`src/hdl/kevt_pkg.sv`:
```
`default_nettype none
package kevt_pkg;

  localparam int unsigned QDEPTH = 2;
  localparam int unsigned QPTR_W = (QDEPTH > 1) ? $clog2(QDEPTH) : 1;
  localparam int unsigned QCNT_W = $clog2(QDEPTH + 1);

  localparam int unsigned MOD_CTRL_BIT = 0;
  localparam int unsigned MOD_ALT_BIT  = 1;

  localparam logic [7:0] VK_BACK        = 8'h08;
  localparam logic [7:0] VK_TAB         = 8'h09;
  localparam logic [7:0] VK_ENTER       = 8'h0D;
  localparam logic [7:0] VK_ESC         = 8'h1B;
  localparam logic [7:0] VK_PAGE_UP     = 8'h21;
  localparam logic [7:0] VK_NEXT        = 8'h22;
  localparam logic [7:0] VK_END         = 8'h23;
  localparam logic [7:0] VK_HOME        = 8'h24;
  localparam logic [7:0] VK_LEFT        = 8'h25;
  localparam logic [7:0] VK_UP          = 8'h26;
  localparam logic [7:0] VK_ARROW_RIGHT = 8'h27;
  localparam logic [7:0] VK_DOWN        = 8'h28;
  localparam logic [7:0] VK_INS         = 8'h2D;
  localparam logic [7:0] VK_DEL         = 8'h2E;
  localparam logic [7:0] VK_KEY_C       = 8'h43;
  localparam logic [7:0] VK_KEY_D       = 8'h44;
  localparam logic [7:0] VK_F1          = 8'h70;
  localparam logic [7:0] VK_F2          = 8'h71;
  localparam logic [7:0] VK_F3          = 8'h72;
  localparam logic [7:0] VK_F4          = 8'h73;

  localparam logic [7:0] CH_ETX    = 8'h03;
  localparam logic [7:0] CH_EOT    = 8'h04;
  localparam logic [7:0] CH_TAB    = 8'h09;
  localparam logic [7:0] CH_CR     = 8'h0D;
  localparam logic [7:0] CH_ESC    = 8'h1B;
  localparam logic [7:0] CH_DEL    = 8'h7F;
  localparam logic [7:0] CH_LBRACK = 8'h5B;
  localparam logic [7:0] CH_O      = 8'h4F;
  localparam logic [7:0] CH_P      = 8'h50;
  localparam logic [7:0] CH_A      = 8'h41;
  localparam logic [7:0] CH_B      = 8'h42;
  localparam logic [7:0] CH_C      = 8'h43;
  localparam logic [7:0] CH_D      = 8'h44;
  localparam logic [7:0] CH_F      = 8'h46;
  localparam logic [7:0] CH_H      = 8'h48;
  localparam logic [7:0] CH_2      = 8'h32;
  localparam logic [7:0] CH_3      = 8'h33;
  localparam logic [7:0] CH_5      = 8'h35;
  localparam logic [7:0] CH_6      = 8'h36;
  localparam logic [7:0] CH_TILDE  = 8'h7E;

  localparam logic [15:0] SURR_LO  = 16'hD800;
  localparam logic [15:0] SURR_HI  = 16'hDFFF;
  localparam logic [15:0] REPL_CH  = 16'hFFFD;

  typedef struct packed {
    logic [3:0][7:0] bytes;
    logic [1:0]      last_idx;
  } seq_t;

  typedef struct packed {
    logic emit;
    seq_t seq;
  } cls_t;

  typedef struct packed {
    logic              full;
    logic              empty;
    logic [QCNT_W-1:0] count;
  } qstat_t;

  function automatic cls_t classify(logic down, logic [1:0] mods, logic [7:0] vk,
                                    logic [15:0] cu);
    cls_t            r;
    logic [15:0]     u;
    logic [2:0][7:0] ub;
    logic [1:0]      ul;
    r.emit         = 1'b0;
    r.seq.bytes    = '0;
    r.seq.last_idx = 2'd0;
    ub             = '0;
    u              = ((cu >= SURR_LO) && (cu <= SURR_HI)) ? REPL_CH : cu;
    if (cu < 16'h0080) begin
      ub[0] = cu[7:0];
      ul    = 2'd0;
    end else if (cu < 16'h0800) begin
      ub[0] = {3'b110, cu[10:6]};
      ub[1] = {2'b10, cu[5:0]};
      ul    = 2'd1;
    end else begin
      ub[0] = {4'b1110, u[15:12]};
      ub[1] = {2'b10, u[11:6]};
      ub[2] = {2'b10, u[5:0]};
      ul    = 2'd2;
    end
    if (down) begin
      r.emit         = 1'b1;
      r.seq.bytes[0] = CH_ESC;
      r.seq.bytes[1] = CH_LBRACK;
      if (mods[MOD_CTRL_BIT] && (vk == VK_KEY_C)) begin
        r.seq.bytes[0] = CH_ETX;
      end else if (mods[MOD_CTRL_BIT] && (vk == VK_KEY_D)) begin
        r.seq.bytes[0] = CH_EOT;
      end else begin
        case (vk)
          VK_UP: begin
            r.seq.bytes[2] = CH_A;
            r.seq.last_idx = 2'd2;
          end
          VK_DOWN: begin
            r.seq.bytes[2] = CH_B;
            r.seq.last_idx = 2'd2;
          end
          VK_ARROW_RIGHT: begin
            r.seq.bytes[2] = CH_C;
            r.seq.last_idx = 2'd2;
          end
          VK_LEFT: begin
            r.seq.bytes[2] = CH_D;
            r.seq.last_idx = 2'd2;
          end
          VK_HOME: begin
            r.seq.bytes[2] = CH_H;
            r.seq.last_idx = 2'd2;
          end
          VK_END: begin
            r.seq.bytes[2] = CH_F;
            r.seq.last_idx = 2'd2;
          end
          VK_PAGE_UP: begin
            r.seq.bytes[2] = CH_5;
            r.seq.bytes[3] = CH_TILDE;
            r.seq.last_idx = 2'd3;
          end
          VK_NEXT: begin
            r.seq.bytes[2] = CH_6;
            r.seq.bytes[3] = CH_TILDE;
            r.seq.last_idx = 2'd3;
          end
          VK_DEL: begin
            r.seq.bytes[2] = CH_3;
            r.seq.bytes[3] = CH_TILDE;
            r.seq.last_idx = 2'd3;
          end
          VK_INS: begin
            r.seq.bytes[2] = CH_2;
            r.seq.bytes[3] = CH_TILDE;
            r.seq.last_idx = 2'd3;
          end
          VK_F1, VK_F2, VK_F3, VK_F4: begin
            r.seq.bytes[1] = CH_O;
            r.seq.bytes[2] = CH_P + {6'd0, vk[1:0]};
            r.seq.last_idx = 2'd2;
          end
          VK_ENTER: r.seq.bytes[0] = CH_CR;
          VK_TAB:   r.seq.bytes[0] = CH_TAB;
          VK_BACK:  r.seq.bytes[0] = CH_DEL;
          VK_ESC:   r.seq.bytes[0] = CH_ESC;
          default: begin
            if (cu == 16'h0000) begin
              r.emit = 1'b0;
            end else if (mods[MOD_ALT_BIT]) begin
              r.seq.bytes[0] = CH_ESC;
              r.seq.bytes[1] = ub[0];
              r.seq.bytes[2] = ub[1];
              r.seq.bytes[3] = ub[2];
              r.seq.last_idx = ul + 2'd1;
            end else begin
              r.seq.bytes[0] = ub[0];
              r.seq.bytes[1] = ub[1];
              r.seq.bytes[2] = ub[2];
              r.seq.bytes[3] = 8'h00;
              r.seq.last_idx = ul;
            end
          end
        endcase
      end
    end
    return r;
  endfunction

endpackage
`default_nettype wire

```
`src/hdl/kevt_if.sv`:
```
`default_nettype none
interface kevt_key_if;
  logic        valid;
  logic        ready;
  logic        key_down;
  logic [1:0]  modifier_bits;
  logic [7:0]  virtual_key;
  logic [15:0] char_unit;

  modport source (output valid, key_down, modifier_bits, virtual_key, char_unit,
                  input ready);
  modport sink (input valid, key_down, modifier_bits, virtual_key, char_unit,
                output ready);
endinterface

interface kevt_byte_if;
  logic       valid;
  logic       ready;
  logic [7:0] out_byte;
  logic       last_byte;

  modport source (output valid, out_byte, last_byte, input ready);
  modport sink (input valid, out_byte, last_byte, output ready);
endinterface
`default_nettype wire

```
`src/hdl/kevt_front.sv`:
```
`default_nettype none
module kevt_front (
  kevt_key_if.sink        key_i,
  input  kevt_pkg::qstat_t stat_i,
  output logic             push_o,
  output kevt_pkg::seq_t   data_o
);

  kevt_pkg::cls_t cls;

  always_comb begin
    cls         = kevt_pkg::classify(key_i.key_down, key_i.modifier_bits,
                                     key_i.virtual_key, key_i.char_unit);
    key_i.ready = !stat_i.full;
    // drop transactions that yield no bytes
    push_o      = key_i.valid && key_i.ready && cls.emit;
    data_o      = cls.seq;
  end

endmodule
`default_nettype wire

```
`src/hdl/kevt_queue.sv`:
```
`default_nettype none
module kevt_queue (
  input  logic             clk_i,
  input  logic             rst_ni,
  input  logic             push_i,
  input  kevt_pkg::seq_t   data_i,
  input  logic             pop_i,
  output kevt_pkg::seq_t   data_o,
  output kevt_pkg::qstat_t stat_o
);

  localparam logic [kevt_pkg::QPTR_W-1:0] PTR_LAST = kevt_pkg::QPTR_W'(kevt_pkg::QDEPTH - 1);
  localparam logic [kevt_pkg::QCNT_W-1:0] CNT_FULL = kevt_pkg::QCNT_W'(kevt_pkg::QDEPTH);

  kevt_pkg::seq_t                mem_q [kevt_pkg::QDEPTH];
  logic [kevt_pkg::QPTR_W-1:0]   wr_ptr_q, wr_ptr_d;
  logic [kevt_pkg::QPTR_W-1:0]   rd_ptr_q, rd_ptr_d;
  logic [kevt_pkg::QCNT_W-1:0]   cnt_q, cnt_d;
  logic                          do_push, do_pop;

  always_comb begin
    stat_o.full  = (cnt_q == CNT_FULL);
    stat_o.empty = (cnt_q == '0);
    stat_o.count = cnt_q;
    do_push      = push_i && !stat_o.full;
    do_pop       = pop_i && !stat_o.empty;
    data_o       = mem_q[rd_ptr_q];
    wr_ptr_d     = wr_ptr_q;
    rd_ptr_d     = rd_ptr_q;
    cnt_d        = cnt_q;
    if (do_push) begin
      wr_ptr_d = (wr_ptr_q == PTR_LAST) ? '0 : wr_ptr_q + 1'b1;
    end
    if (do_pop) begin
      rd_ptr_d = (rd_ptr_q == PTR_LAST) ? '0 : rd_ptr_q + 1'b1;
    end
    if (do_push && !do_pop) begin
      cnt_d = cnt_q + 1'b1;
    end else if (!do_push && do_pop) begin
      cnt_d = cnt_q - 1'b1;
    end
  end

  always_ff @(posedge clk_i or negedge rst_ni) begin
    if (!rst_ni) begin
      wr_ptr_q <= '0;
      rd_ptr_q <= '0;
      cnt_q    <= '0;
    end else begin
      wr_ptr_q <= wr_ptr_d;
      rd_ptr_q <= rd_ptr_d;
      cnt_q    <= cnt_d;
    end
  end

  always_ff @(posedge clk_i) begin
    if (do_push) begin
      mem_q[wr_ptr_q] <= data_i;
    end
  end

endmodule
`default_nettype wire

```
`src/hdl/kevt_back.sv`:
```
`default_nettype none
module kevt_back (
  input  logic             clk_i,
  input  logic             rst_ni,
  input  kevt_pkg::seq_t   data_i,
  input  kevt_pkg::qstat_t stat_i,
  output logic             pop_o,
  kevt_byte_if.source      bytes_o
);

  kevt_pkg::seq_t cur_q, cur_d;
  logic [1:0]     idx_q, idx_d;
  logic           vld_q, vld_d;
  logic           take, done;

  always_comb begin
    bytes_o.valid     = vld_q;
    bytes_o.out_byte  = cur_q.bytes[idx_q];
    bytes_o.last_byte = (idx_q == cur_q.last_idx);
    take              = vld_q && bytes_o.ready;
    done              = take && bytes_o.last_byte;
    pop_o             = !stat_i.empty && (!vld_q || done);
    cur_d             = cur_q;
    idx_d             = idx_q;
    vld_d             = vld_q;
    if (pop_o) begin
      cur_d = data_i;
      idx_d = 2'd0;
      vld_d = 1'b1;
    end else if (done) begin
      vld_d = 1'b0;
    end else if (take) begin
      idx_d = idx_q + 2'd1;
    end
  end

  always_ff @(posedge clk_i or negedge rst_ni) begin
    if (!rst_ni) begin
      vld_q <= 1'b0;
      idx_q <= 2'd0;
    end else begin
      vld_q <= vld_d;
      idx_q <= idx_d;
    end
  end

  always_ff @(posedge clk_i) begin
    cur_q <= cur_d;
  end

endmodule
`default_nettype wire

```
`src/hdl/key_event_to_vt_bytes_top.sv`:
```
// Key event to VT byte encoder.
// key_i takes one key event per transaction (key_down, modifier_bits,
// virtual_key, char_unit); bytes_o gives the terminal byte stream, one byte
// per transaction, with last_byte set on the final byte of each event.
// Releases and non-special keys with a zero char_unit give no bytes and are absorbed.
// The front classifies an event in the cycle it is accepted and writes its
// byte sequence into a two-entry queue; once the queue holds it, the back
// pops the sequence into its own register and presents its first byte, so
// the queue entry and the back register lie between acceptance and the
// first byte. The back sends one byte per cycle while bytes_o.ready is high,
// and an event gives 1 to 4 bytes; sustained rate is set by that byte loop.
// Events keep being accepted while the queue has room, also while bytes_o
// is stalled; a stalled receiver holds the current byte and fills the queue,
// after which key_i.ready drops. Reset empties the queue and the back.
`default_nettype none
module key_event_to_vt_bytes_top (
  input  logic        clk_i,
  input  logic        rst_ni,
  kevt_key_if.sink    key_i,
  kevt_byte_if.source bytes_o
);

  kevt_pkg::qstat_t stat;
  kevt_pkg::seq_t   push_data, pop_data;
  logic             push, pop;

  kevt_front u_front (
    .key_i  (key_i),
    .stat_i (stat),
    .push_o (push),
    .data_o (push_data)
  );

  kevt_queue u_queue (
    .clk_i  (clk_i),
    .rst_ni (rst_ni),
    .push_i (push),
    .data_i (push_data),
    .pop_i  (pop),
    .data_o (pop_data),
    .stat_o (stat)
  );

  kevt_back u_back (
    .clk_i   (clk_i),
    .rst_ni  (rst_ni),
    .data_i  (pop_data),
    .stat_i  (stat),
    .pop_o   (pop),
    .bytes_o (bytes_o)
  );

  a_no_overflow: assert property (@(posedge clk_i) disable iff (!rst_ni)
    push |-> !stat.full)
    else $error("push into full queue");

  a_release_silent: assert property (@(posedge clk_i) disable iff (!rst_ni)
    (key_i.valid && key_i.ready && !key_i.key_down) |-> !push)
    else $error("key release produced bytes");

  a_seq_continues: assert property (@(posedge clk_i) disable iff (!rst_ni)
    (bytes_o.valid && bytes_o.ready && !bytes_o.last_byte) |=> bytes_o.valid)
    else $error("byte sequence broken before last byte");

  a_count_bound: assert property (@(posedge clk_i) disable iff (!rst_ni)
    stat.count <= kevt_pkg::QCNT_W'(kevt_pkg::QDEPTH))
    else $error("queue count out of range");

  a_pop_nonempty: assert property (@(posedge clk_i) disable iff (!rst_ni)
    pop |-> !stat.empty)
    else $error("pop from empty queue");

endmodule
`default_nettype wire

```
`src/flat_wrapper.sv`:
```
// flat-port wrapper written by rule: the top's interface ports become plain ports
module key_event_to_vt_bytes_top_flat 
  (clk_i, rst_ni, key_i_valid, key_i_key_down, key_i_modifier_bits, key_i_virtual_key, key_i_char_unit, key_i_ready, bytes_o_valid, bytes_o_out_byte, bytes_o_last_byte, bytes_o_ready);
  kevt_key_if key_i_i ();
  kevt_byte_if bytes_o_i ();
  input  logic clk_i;
  input  logic rst_ni;
  input wire logic [$bits(key_i_i.valid)-1:0] key_i_valid;
  input wire logic [$bits(key_i_i.key_down)-1:0] key_i_key_down;
  input wire logic [$bits(key_i_i.modifier_bits)-1:0] key_i_modifier_bits;
  input wire logic [$bits(key_i_i.virtual_key)-1:0] key_i_virtual_key;
  input wire logic [$bits(key_i_i.char_unit)-1:0] key_i_char_unit;
  output wire logic [$bits(key_i_i.ready)-1:0] key_i_ready;
  output wire logic [$bits(bytes_o_i.valid)-1:0] bytes_o_valid;
  output wire logic [$bits(bytes_o_i.out_byte)-1:0] bytes_o_out_byte;
  output wire logic [$bits(bytes_o_i.last_byte)-1:0] bytes_o_last_byte;
  input wire logic [$bits(bytes_o_i.ready)-1:0] bytes_o_ready;
  assign key_i_i.valid = key_i_valid;
  assign key_i_i.key_down = key_i_key_down;
  assign key_i_i.modifier_bits = key_i_modifier_bits;
  assign key_i_i.virtual_key = key_i_virtual_key;
  assign key_i_i.char_unit = key_i_char_unit;
  assign key_i_ready = key_i_i.ready;
  assign bytes_o_valid = bytes_o_i.valid;
  assign bytes_o_out_byte = bytes_o_i.out_byte;
  assign bytes_o_last_byte = bytes_o_i.last_byte;
  assign bytes_o_i.ready = bytes_o_ready;
  key_event_to_vt_bytes_top u_core (.clk_i(clk_i), .rst_ni(rst_ni), .key_i(key_i_i), .bytes_o(bytes_o_i));
endmodule
```
`config.mk`:
```
export PLATFORM = sky130hd
export DESIGN_NAME = key_event_to_vt_bytes_top_flat
export DESIGN_NICKNAME = d
export VERILOG_FILES = /design/src/hdl/kevt_pkg.sv /design/src/hdl/kevt_if.sv /design/src/hdl/kevt_front.sv /design/src/hdl/kevt_queue.sv /design/src/hdl/kevt_back.sv /design/src/hdl/key_event_to_vt_bytes_top.sv /design/src/flat_wrapper.sv
export SDC_FILE = /design/constraint.sdc
export NUM_CORES = 1
export LEC_CHECK = 0
export BUFFER_PORTS_ARGS = -buffer_cell sky130_fd_sc_hd__buf_4
export CAP_MARGIN = 20
export CORE_ASPECT_RATIO = 1.4
export CORE_MARGIN = 10
export CORE_UTILIZATION = 55
export CTS_CLUSTER_SIZE = 25
export DETAILED_ROUTE_END_ITERATION = 12
export PLACE_DENSITY = 0.76
export SLEW_MARGIN = 30
export SYNTH_ARGS = -nofsm -noshare
export SYNTH_HDL_FRONTEND = slang
export SYNTH_SLANG_ARGS = --single-unit
```
`constraint.sdc`:
```
create_clock -name clk_i -period 4.4 [get_ports clk_i]
set_input_delay 0.22 -clock clk_i [delete_from_list [all_inputs] [get_ports clk_i]]
set_output_delay 0.22 -clock clk_i [all_outputs]
set_load 0.05 [all_outputs]
```
==> results of run 1 <==
==> final timing paths <==
path | slack, ps | start | endpoint
setup / recovery | 1840 | key_i_virtual_key[1] | u_core.u_queue.mem_q[0][10]
hold / removal | 230 | rst_ni | u_core.u_queue.wr_ptr_q
setup reg to reg | 1920 | u_core.u_back.idx_q[0] | u_core.u_queue.cnt_q[1]
hold reg to reg | 500 | u_core.u_queue.cnt_q[1] | u_core.u_queue.cnt_q[1]
max in group asynchronous | 4040 | rst_ni | u_core.u_queue.rd_ptr_q
min in group clk_i | 260 | bytes_o_ready | u_core.u_back.idx_q[0]
==> cell usage in the layout (no fill, tap or decap), drive strengths merged, types with 5 or more instances in the layout <==
master,Yosys,layout
a31oi,7,7
a211o,6,6
mux4,8,8
xor2,8,8
nand3,8,8
o21ai,14,14
clkbuf,13,10
nand2b,5,5
inv,6,7
edfxtp,102,102
mux2,34,34
nor2,22,22
buf,9,46
nor2b,5,5
and2,5,5
or2,5,5
nor3,7,7
nand2,25,25
a21oi,25,25
dfrtp,7,7
nor4,7,7
==> per-layer routing <==
layer  GRT usage  share of wire
met1       0.195           0.41
met2       0.266           0.50
met5           0              0
met4       0.104          0.044
met3      0.0386          0.046
==> report_power, final <==
| part | total [mW] | switching, mW | internal, mW |
|---|---|---|---|
| registers | 1.52 | 0.0991 | 1.42 |
| logic | 1.10 | 0.658 | 0.441 |
| clock network | 0.714 | 0.332 | 0.382 |
| total | 3.33 | 1.09 | 2.24 |
==> logic make-up (layout without fill, tap and decap cells) <==
group,Yosys count,after routing,share of synthesized area
compound gates,86,86,0.110
xor+xnor,12,12,0.0198
flops,109,109,0.611
fa+ha+maj,1,1,0.00236
mux,43,43,0.108
buf+inv,28,69,0.0220
simple gates,116,116,0.126
==> metrics by stage <==
step | hold slack (ps) | setup WS [ps] | cells | util
finish | 233 | 1840 | 546 | 0.634
detailed placement | 44.3 | 1490 | 529 | 0.604
CTS | 220 | 1840 | 546 | 0.634
global route | 245 | 1620 | 546 | 0.634
floorplan | -75.6 | 727 | 395 | -
global placement | 39.8 | 1540 | 529 | 0.604
==> timing repair <==
item | 4_1_cts | 5_1_grt
setup buffers | 0 | 0
hold endpoints to repair | 7 | 0
hold buffers | 1 | 0
==> registers in the layout (all words and copies together) (netlist names) <==
register                     count
u_core.u_queue.mem_q            68
u_core.u_back.cur_q             34
u_core.u_back.idx_q              2
u_core.u_queue.cnt_q             2
u_core.u_back.bytes_o.valid      1
u_core.u_queue.rd_ptr_q          1
u_core.u_queue.wr_ptr_q          1
==> final cells by class <==
class	instances	area, sq um
inverters	6	22.5
multi-input cells	258	1960
repair buffers	47	368
well taps	110	138
fillers	718	3470
clock buffers	10	229
flip-flops and latches	109	3240
clock inverters	6	38.8
==> flow_summary.yaml, run 1 <==
logic_synthesis:
  yosysMostFrequentCell: "edfxtp_1"
  synth_nets: 427
  ys_warn_count: 0
  synth_area_leaders: "edfxtp_1 (58%), mux2_2 (7.2%), mux4_2 (3.4%), dfrtp_1 (3.3%), a21oi_1 (2.4%)"
  synth_area_per_cell_sq_um: 13.4
  synth_area_sq_um: 5300
  synthCells: 395
  synth_common_cells: "edfxtp_1 (102), mux2_2 (34), a21oi_1 (25), nand2_1 (25), nor2_1 (21)"
  synth-async-reset-ratio: 0.0642
  synth_cell_types: 66
  netlist.top_cell.by_area: "edfxtp_1"
  synth_edf_count: 102
  synth_top_cell_area_share: 0.578
  synth-main-ff-cell: "edfxtp_1"
  ys_ff_latch: 109
  seq_area_frac_synth: 0.611
floorplanning:
  ioPinCount: 42
  coreArea_sq_um: 9460
  initial_core_util: 0.560
  die_area_sq_um: 14000
  die_w_um: 103
  die_y_um: 136
  rows: 42
setup_path:
  endpoint_kind: "register"
  crit_arrival_ps: 2610
  required_ps: 4450
  max_stage_delay_ps: 660
  crit_chain: "buf_4 > or4b_4 > a211o_1 > nor2b_4 > a31oi_4 > nor2b_2 > buf_12"
  path_depth: 7
  worst_setup_path_start_kind: "input port"
  reg2regPathDepth: 7
  slowest_stage: "nor2b_2"
  cp_max_fo: 21
  cp_num_buf_inv: 2
  crit_type: "input port to register"
  path_delay_family: "simple AND/OR/NAND/NOR gates"
clocking:
  cts-htree-levels: 3
  cts_tree: "yes"
  clk_pin_slew_worst_paths_ps: 70
  clk-insertion-delay-late_ps: 340
  cts_sinks: 109
  numCtsBuffers: 9
  post_cts_resized: 0
  cts-root-buf: "clkbuf_16"
  clockBufferDepth: 2
routing:
  dr.pass1.iters: 5
  avgRoutedWirePerCell_um: 20.1
  ant_nets: 0
  avgViaCountPerCell: 6.21
  drcViolationCount: 0
  wl_mm: 11.0
  routed-via-count: 3388
  dr.first_iter.drc_count: 198
cells_and_area:
  fin_nets: 463
  final_cell_area_sq_um: 5990
  layout-area-overhead-vs-synth_pct: 13.1
  num_antenna_cells: 0
  drive_gt1_frac: 0.271
grt:
  grt_max_degree: 36
  grt_pass1_wl_mm: 17.6
  grt_antenna_before_repair: 0
  track_usage: 0.166
  grt_pass1_vias: 3413
  grt_overflow: 0
sta:
  tns_ps: 0
  final-hold-violation-count: 0
  period_share: 0.582
  clock_skew_ps: 6.38
  finalMaxSlewViolations: 0
  worstMarginPinSlew_ps: 739
  min_period_ps: 2560
  rsz0062_at_grt: "no"
  fmax_mhz: 391
  relSlewSlack: 0.505
  finalSetupViolCount: 0
place:
  hpwl_mm: 8.26
  numPortBuffers: 41
  place_congestion: 0.956
  placed_area_sq_um: 5720
flow_run:
  cap_violations: 0
hold_path:
  min_path_type: "input port to asynchronous set/reset pin"
power:
  irDropWorstVdd_mv: 0.267
  total_power_mw: 3.33
  power_leakage_nw: 2.07
  cellPowerDensity_nw_per_um2: 556
run_status:
  status: "complete, no violations"
(Power assumes the default switching activity.)
==> run 2: changes to the inputs <==
==> constraint.sdc (replaced) <==
create_clock -name clk_i -period 2.4 [get_ports clk_i]
set_input_delay 0.12 -clock clk_i [delete_from_list [all_inputs] [get_ports clk_i]]
set_output_delay 0.12 -clock clk_i [all_outputs]
set_load 0.05 [all_outputs]
==> flow_summary.yaml, run 2 (synthesis gave the netlist of run 1 again) <==
run_status:
  status: "complete, no violations"
cells_and_area:
  final_common_cell: "edfxtp_1"
  stdcell_count: 563
  layout-area-overhead-vs-synth_pct: 16.9
  drive_gt1_frac: 0.302
  final_cell_mix: "edfxtp_1 (102), buf_4 (61), mux2_2 (34)"
  finish.utilization: 0.655
  final_cell_area_sq_um: 6200
  final.fill_count: 686
  regMostFlops: "u_core.u_queue.mem_q"
  fin_nets: 480
  largestRegisters: "u_core.u_queue.mem_q x68, u_core.u_back.cur_q x34"
  num_antenna_cells: 0
  largest_reg_flops: 68
setup_path:
  crit_arrival_ps: 2010
  slowest_stage: "or4bb_1"
  critPathLaunch: "key_i_virtual_key[2]"
  path_depth: 7
  path_delay_family: "simple AND/OR/NAND/NOR gates"
  worst_setup_path_start_kind: "input port"
  endpoint_kind: "register"
  crit_chain: "buf_4 > or4bb_1 > a211o_1 > nor2b_4 > a31oi_4 > nor2b_4 > buf_4"
  max_stage_delay_ps: 550
  crit_type: "input port to register"
  rrSetupSlack_ps: 650
  reg2reg_from: "u_core.u_back.idx_q[0]"
  cp_num_buf_inv: 2
  reg2regPathDepth: 8
  crit_end: "u_core.u_queue.mem_q[0][26]"
  rr_endpoint: "u_core.u_queue.cnt_q[1]"
  required_ps: 2450
  cp_max_fo: 16
sta:
  relSlewSlack: 0.553
  final-hold-violation-count: 0
  clock_skew_ps: 3.30
  period_share: 0.815
  fmax_mhz: 511
  min_period_ps: 1960
  tns_ps: 0
  finalMaxSlewViolations: 0
  rsz0062_at_grt: "no"
  worstMarginPinSlew_ps: 666
  finalSetupViolCount: 0
floorplanning:
  die_y_um: 136
  coreArea_sq_um: 9460
  initial_core_util: 0.560
  rows: 42
  ioPinCount: 42
  die_w_um: 103
  die_area_sq_um: 14000
routing:
  avgRoutedWirePerCell_um: 20.7
  top_layer: "met4"
  ant_nets: 0
  routed-via-count: 3520
  dr.first_iter.drc_count: 238
  avgViaCountPerCell: 6.25
  drt-met1-wl_mm: 4.81
  wl_mm: 11.6
  drcViolationCount: 0
  wl_met2_mm: 5.76
  wl_met3_um: 556
  dr.pass1.iters: 5
flow_run:
  cap_violations: 0
place:
  numPortBuffers: 41
  placed_cells: 546
  hpwl_mm: 8.71
  place_congestion: 0.910
  placed_area_sq_um: 5860
clocking:
  cts_sinks: 109
  cts_tree: "yes"
  clk_pin_slew_worst_paths_ps: 70
  cts-root-buf: "clkbuf_16"
  clockBufferDepth: 2
  post_cts.repair.setup_buffers: 0
  cts-htree-levels: 3
  post_cts_resized: 0
  numCtsBuffers: 9
  clk-insertion-delay-late_ps: 350
  ctsHoldBuffers: 1
power:
  cellPowerDensity_nw_per_um2: 1040
  irDropWorstVdd_mv: 0.552
  power_leakage_nw: 2.19
grt:
  grt_max_degree: 36
  grt_pass1_vias: 3552
  track_usage: 0.176
  grt_overflow: 0
  grt_antenna_before_repair: 0
  grt_pass1_wl_mm: 19.0
hold_path:
  min_path_type: "input port to asynchronous set/reset pin"
[run 2: changes by cell type in the layout (fill, tap and decap cells not counted)]
cell,before,now
clkbuf_1,1,0
and2_1,5,4
inv_6,1,0
bufinv_16,0,2
clkinvlp_4,2,3
inv_8,0,1
buf_12,1,2
nor2b_4,1,2
and2_2,0,1
nor2b_2,1,0
clkinv_2,3,1
buf_4,45,61
[run 2: report_power, final]
group	internal (mW)	total [mW]	switching, mW
Clock	0.918	1.55	0.635
Sequential	2.61	2.73	0.127
Combinational	0.863	2.16	1.30
Total	4.39	6.45	2.06
[run 2: worst min path at each step]
stage | endpoint | slack (ps) | from | cells past startpoint
after floorplan | u_core.u_back.bytes_o.valid | -180 | rst_ni | 0
after global placement | u_core.u_back.bytes_o.valid | -60 | rst_ni | 1
after detailed placement | u_core.u_back.bytes_o.valid | -60 | rst_ni | 1
after CTS | u_core.u_queue.cnt_q[0] | 130 | rst_ni | 2
after global routing | u_core.u_queue.cnt_q[1] | 140 | rst_ni | 2
final | u_core.u_queue.cnt_q[0] | 130 | rst_ni | 2
[run 2: area by class of cell]
| type | count | area (sq um) | area share |
|---|---|---|---|
| multi-input cells | 258 | 1970 | 0.317 |
| clock inverters | 7 | 98.8 | 0.0160 |
| inverters | 6 | 22.5 | 0.00363 |
| flip-flops and latches | 109 | 3240 | 0.523 |
| well taps | 110 | 138 | 0.0222 |
| repair buffers | 64 | 508 | 0.0820 |
| clock buffers | 9 | 225 | 0.0363 |
[run 2: metal layers]
layer  vias up  GRT usage
li1       1651          -
met1      1703      0.220
met2       130      0.284
met3        36     0.0274
met4         0     0.0969
met5         -          0
[run 2: per-stage QoR]
| stage | setup WS, ps | hold WS, ps | power [mW] |
|---|---|---|---|
| floorplan | -68.6 | -176 | 4.31 |
| global placement | 140 | -60.7 | 4.89 |
| detailed placement | 109 | -59.1 | 4.95 |
| CTS | 464 | 126 | 6.52 |
| global route | 399 | 137 | 6.75 |
| finish | 444 | 126 | 6.45 |
==> run 3: changes to the inputs <==
==> constraint.sdc (replaced) <==
create_clock -name clk_i -period 2 [get_ports clk_i]
set_input_delay 0.1 -clock clk_i [delete_from_list [all_inputs] [get_ports clk_i]]
set_output_delay 0.1 -clock clk_i [all_outputs]
set_load 0.05 [all_outputs]
==> flow_summary.yaml, run 3 (synthesis gave the netlist of run 1 again) <==
floorplanning:
  die_area_sq_um: 14000
  rows: 42
  coreArea_sq_um: 9460
  initial_core_util: 0.560
  die_w_um: 103
  die_y_um: 136
  ioPinCount: 42
sta:
  finalMaxSlewViolations: 0
  rsz0062_at_grt: "no"
  min_period_ps: 1850
  tns_ps: 0
  fmax_mhz: 540
  final-hold-violation-count: 0
  worstMarginPinSlew_ps: 580
  finalSetupViolCount: 0
  clock_skew_ps: 4.61
  relSlewSlack: 0.612
  period_share: 0.925
  holdWs_ps: 114
  worst_slack_ps: 150
grt:
  grt_antenna_before_repair: 0
  grt_max_degree: 38
  track_usage: 0.181
  grt_pass1_wl_mm: 19.3
  grt_overflow: 0
  grt_pass1_vias: 3708
clocking:
  clk_pin_slew_worst_paths_ps: 60
  numCtsBuffers: 9
  post_cts_resized: 0
  cts-root-buf: "clkbuf_16"
  cts-htree-levels: 3
  cts_sinks: 109
  clk-insertion-delay-late_ps: 340
  cts_tree: "yes"
  clockBufferDepth: 2
power:
  total_power_mw: 7.66
  cellPowerDensity_nw_per_um2: 1200
  power_leakage_nw: 2.29
  irDropWorstVdd_mv: 0.531
setup_path:
  crit_type: "input port to register"
  endpoint_kind: "register"
  cp_max_fo: 21
  required_ps: 2050
  reg2reg_from: "u_core.u_queue.cnt_q[0]"
  worst_setup_path_start_kind: "input port"
  critPathLaunch: "key_i_virtual_key[2]"
  crit_arrival_ps: 1900
cells_and_area:
  final_common_cell: "edfxtp_1"
  num_antenna_cells: 0
  regMostFlops: "u_core.u_queue.mem_q"
  final_cell_mix: "edfxtp_1 (102), buf_4 (81), mux2_2 (34)"
  final.fill_count: 673
  largestRegisters: "u_core.u_queue.mem_q x68, u_core.u_back.cur_q x34"
  largest_reg_flops: 68
  finish.utilization: 0.675
  stdcell_count: 585
  final_cell_area_sq_um: 6380
  register_area_sq_um: 3240
  layout-area-overhead-vs-synth_pct: 20.5
  fin_nets: 503
  multi_input_area_sq_um: 1980
  drive_gt1_frac: 0.337
routing:
  dr.first_iter.drc_count: 265
  avgRoutedWirePerCell_um: 20.3
  ant_nets: 0
  wl_mm: 11.9
  dr.pass1.iters: 5
  drcViolationCount: 0
  avgViaCountPerCell: 6.24
  routed-via-count: 3649
place:
  placed_area_sq_um: 6080
  place_congestion: 0.953
  numPortBuffers: 41
  hpwl_mm: 8.93
  dpl_worst_slack_ps: -201
  placed_cells: 569
flow_run:
  cap_violations: 0
hold_path:
  min_path_type: "input port to asynchronous set/reset pin"
run_status:
  status: "complete, no violations"
-- run 3: final timing paths --
kind | end | slack, ps | cells after the start
min in group clk_i | u_core.u_back.bytes_o.valid | 120 | 4
max | u_core.u_queue.mem_q[0][29] | 150 | 7
max reg2reg | u_core.u_queue.mem_q[0][29] | 240 | 5
min | u_core.u_queue.wr_ptr_q | 110 | 2
max in group asynchronous | u_core.u_back.idx_q[1] | 1760 | 2
min reg2reg | u_core.u_queue.cnt_q[1] | 530 | 1
-- run 3: area by class of cell --
cell class                      count  share of cell area
Tap cell                          110              0.0216
Inverter                            6             0.00353
Multi-Input combinational cell    258               0.310
Clock buffer                       10              0.0359
Timing Repair Buffer               87               0.112
Clock inverter                      5             0.00960
Sequential cell                   109               0.507
-- run 3: critical path, cell delays in order --
cell and delay, ps:
buf_4 110, or4bb_1 530, a211o_1 330, nor2b_4 140, a31oi_4 240, nor2b_4 260
buf_12 190
-- run 3: routing by layer --
metal | vias to the layer above | global-route usage | wire, um
met4 | 0 | 0.0969 | 529
met2 | 127 | 0.305 | 6080
met5 | - | 0 | 0
met1 | 1776 | 0.208 | 4780
li1 | 1704 | - | -
met3 | 42 | 0.0371 | 496
-- run 3: where the power goes --
group	internal (mW)	switching [mW]
sequential	3.13	0.164
clock	0.967	0.738
combinational	1.08	1.59
total	5.18	2.49
-- run 3: repair_timing --
item | 4_1_cts | 5_1_grt
buffers inserted | 0 | 0
hold buffers | 1 | 0
hold endpoints to repair | 7 | 0
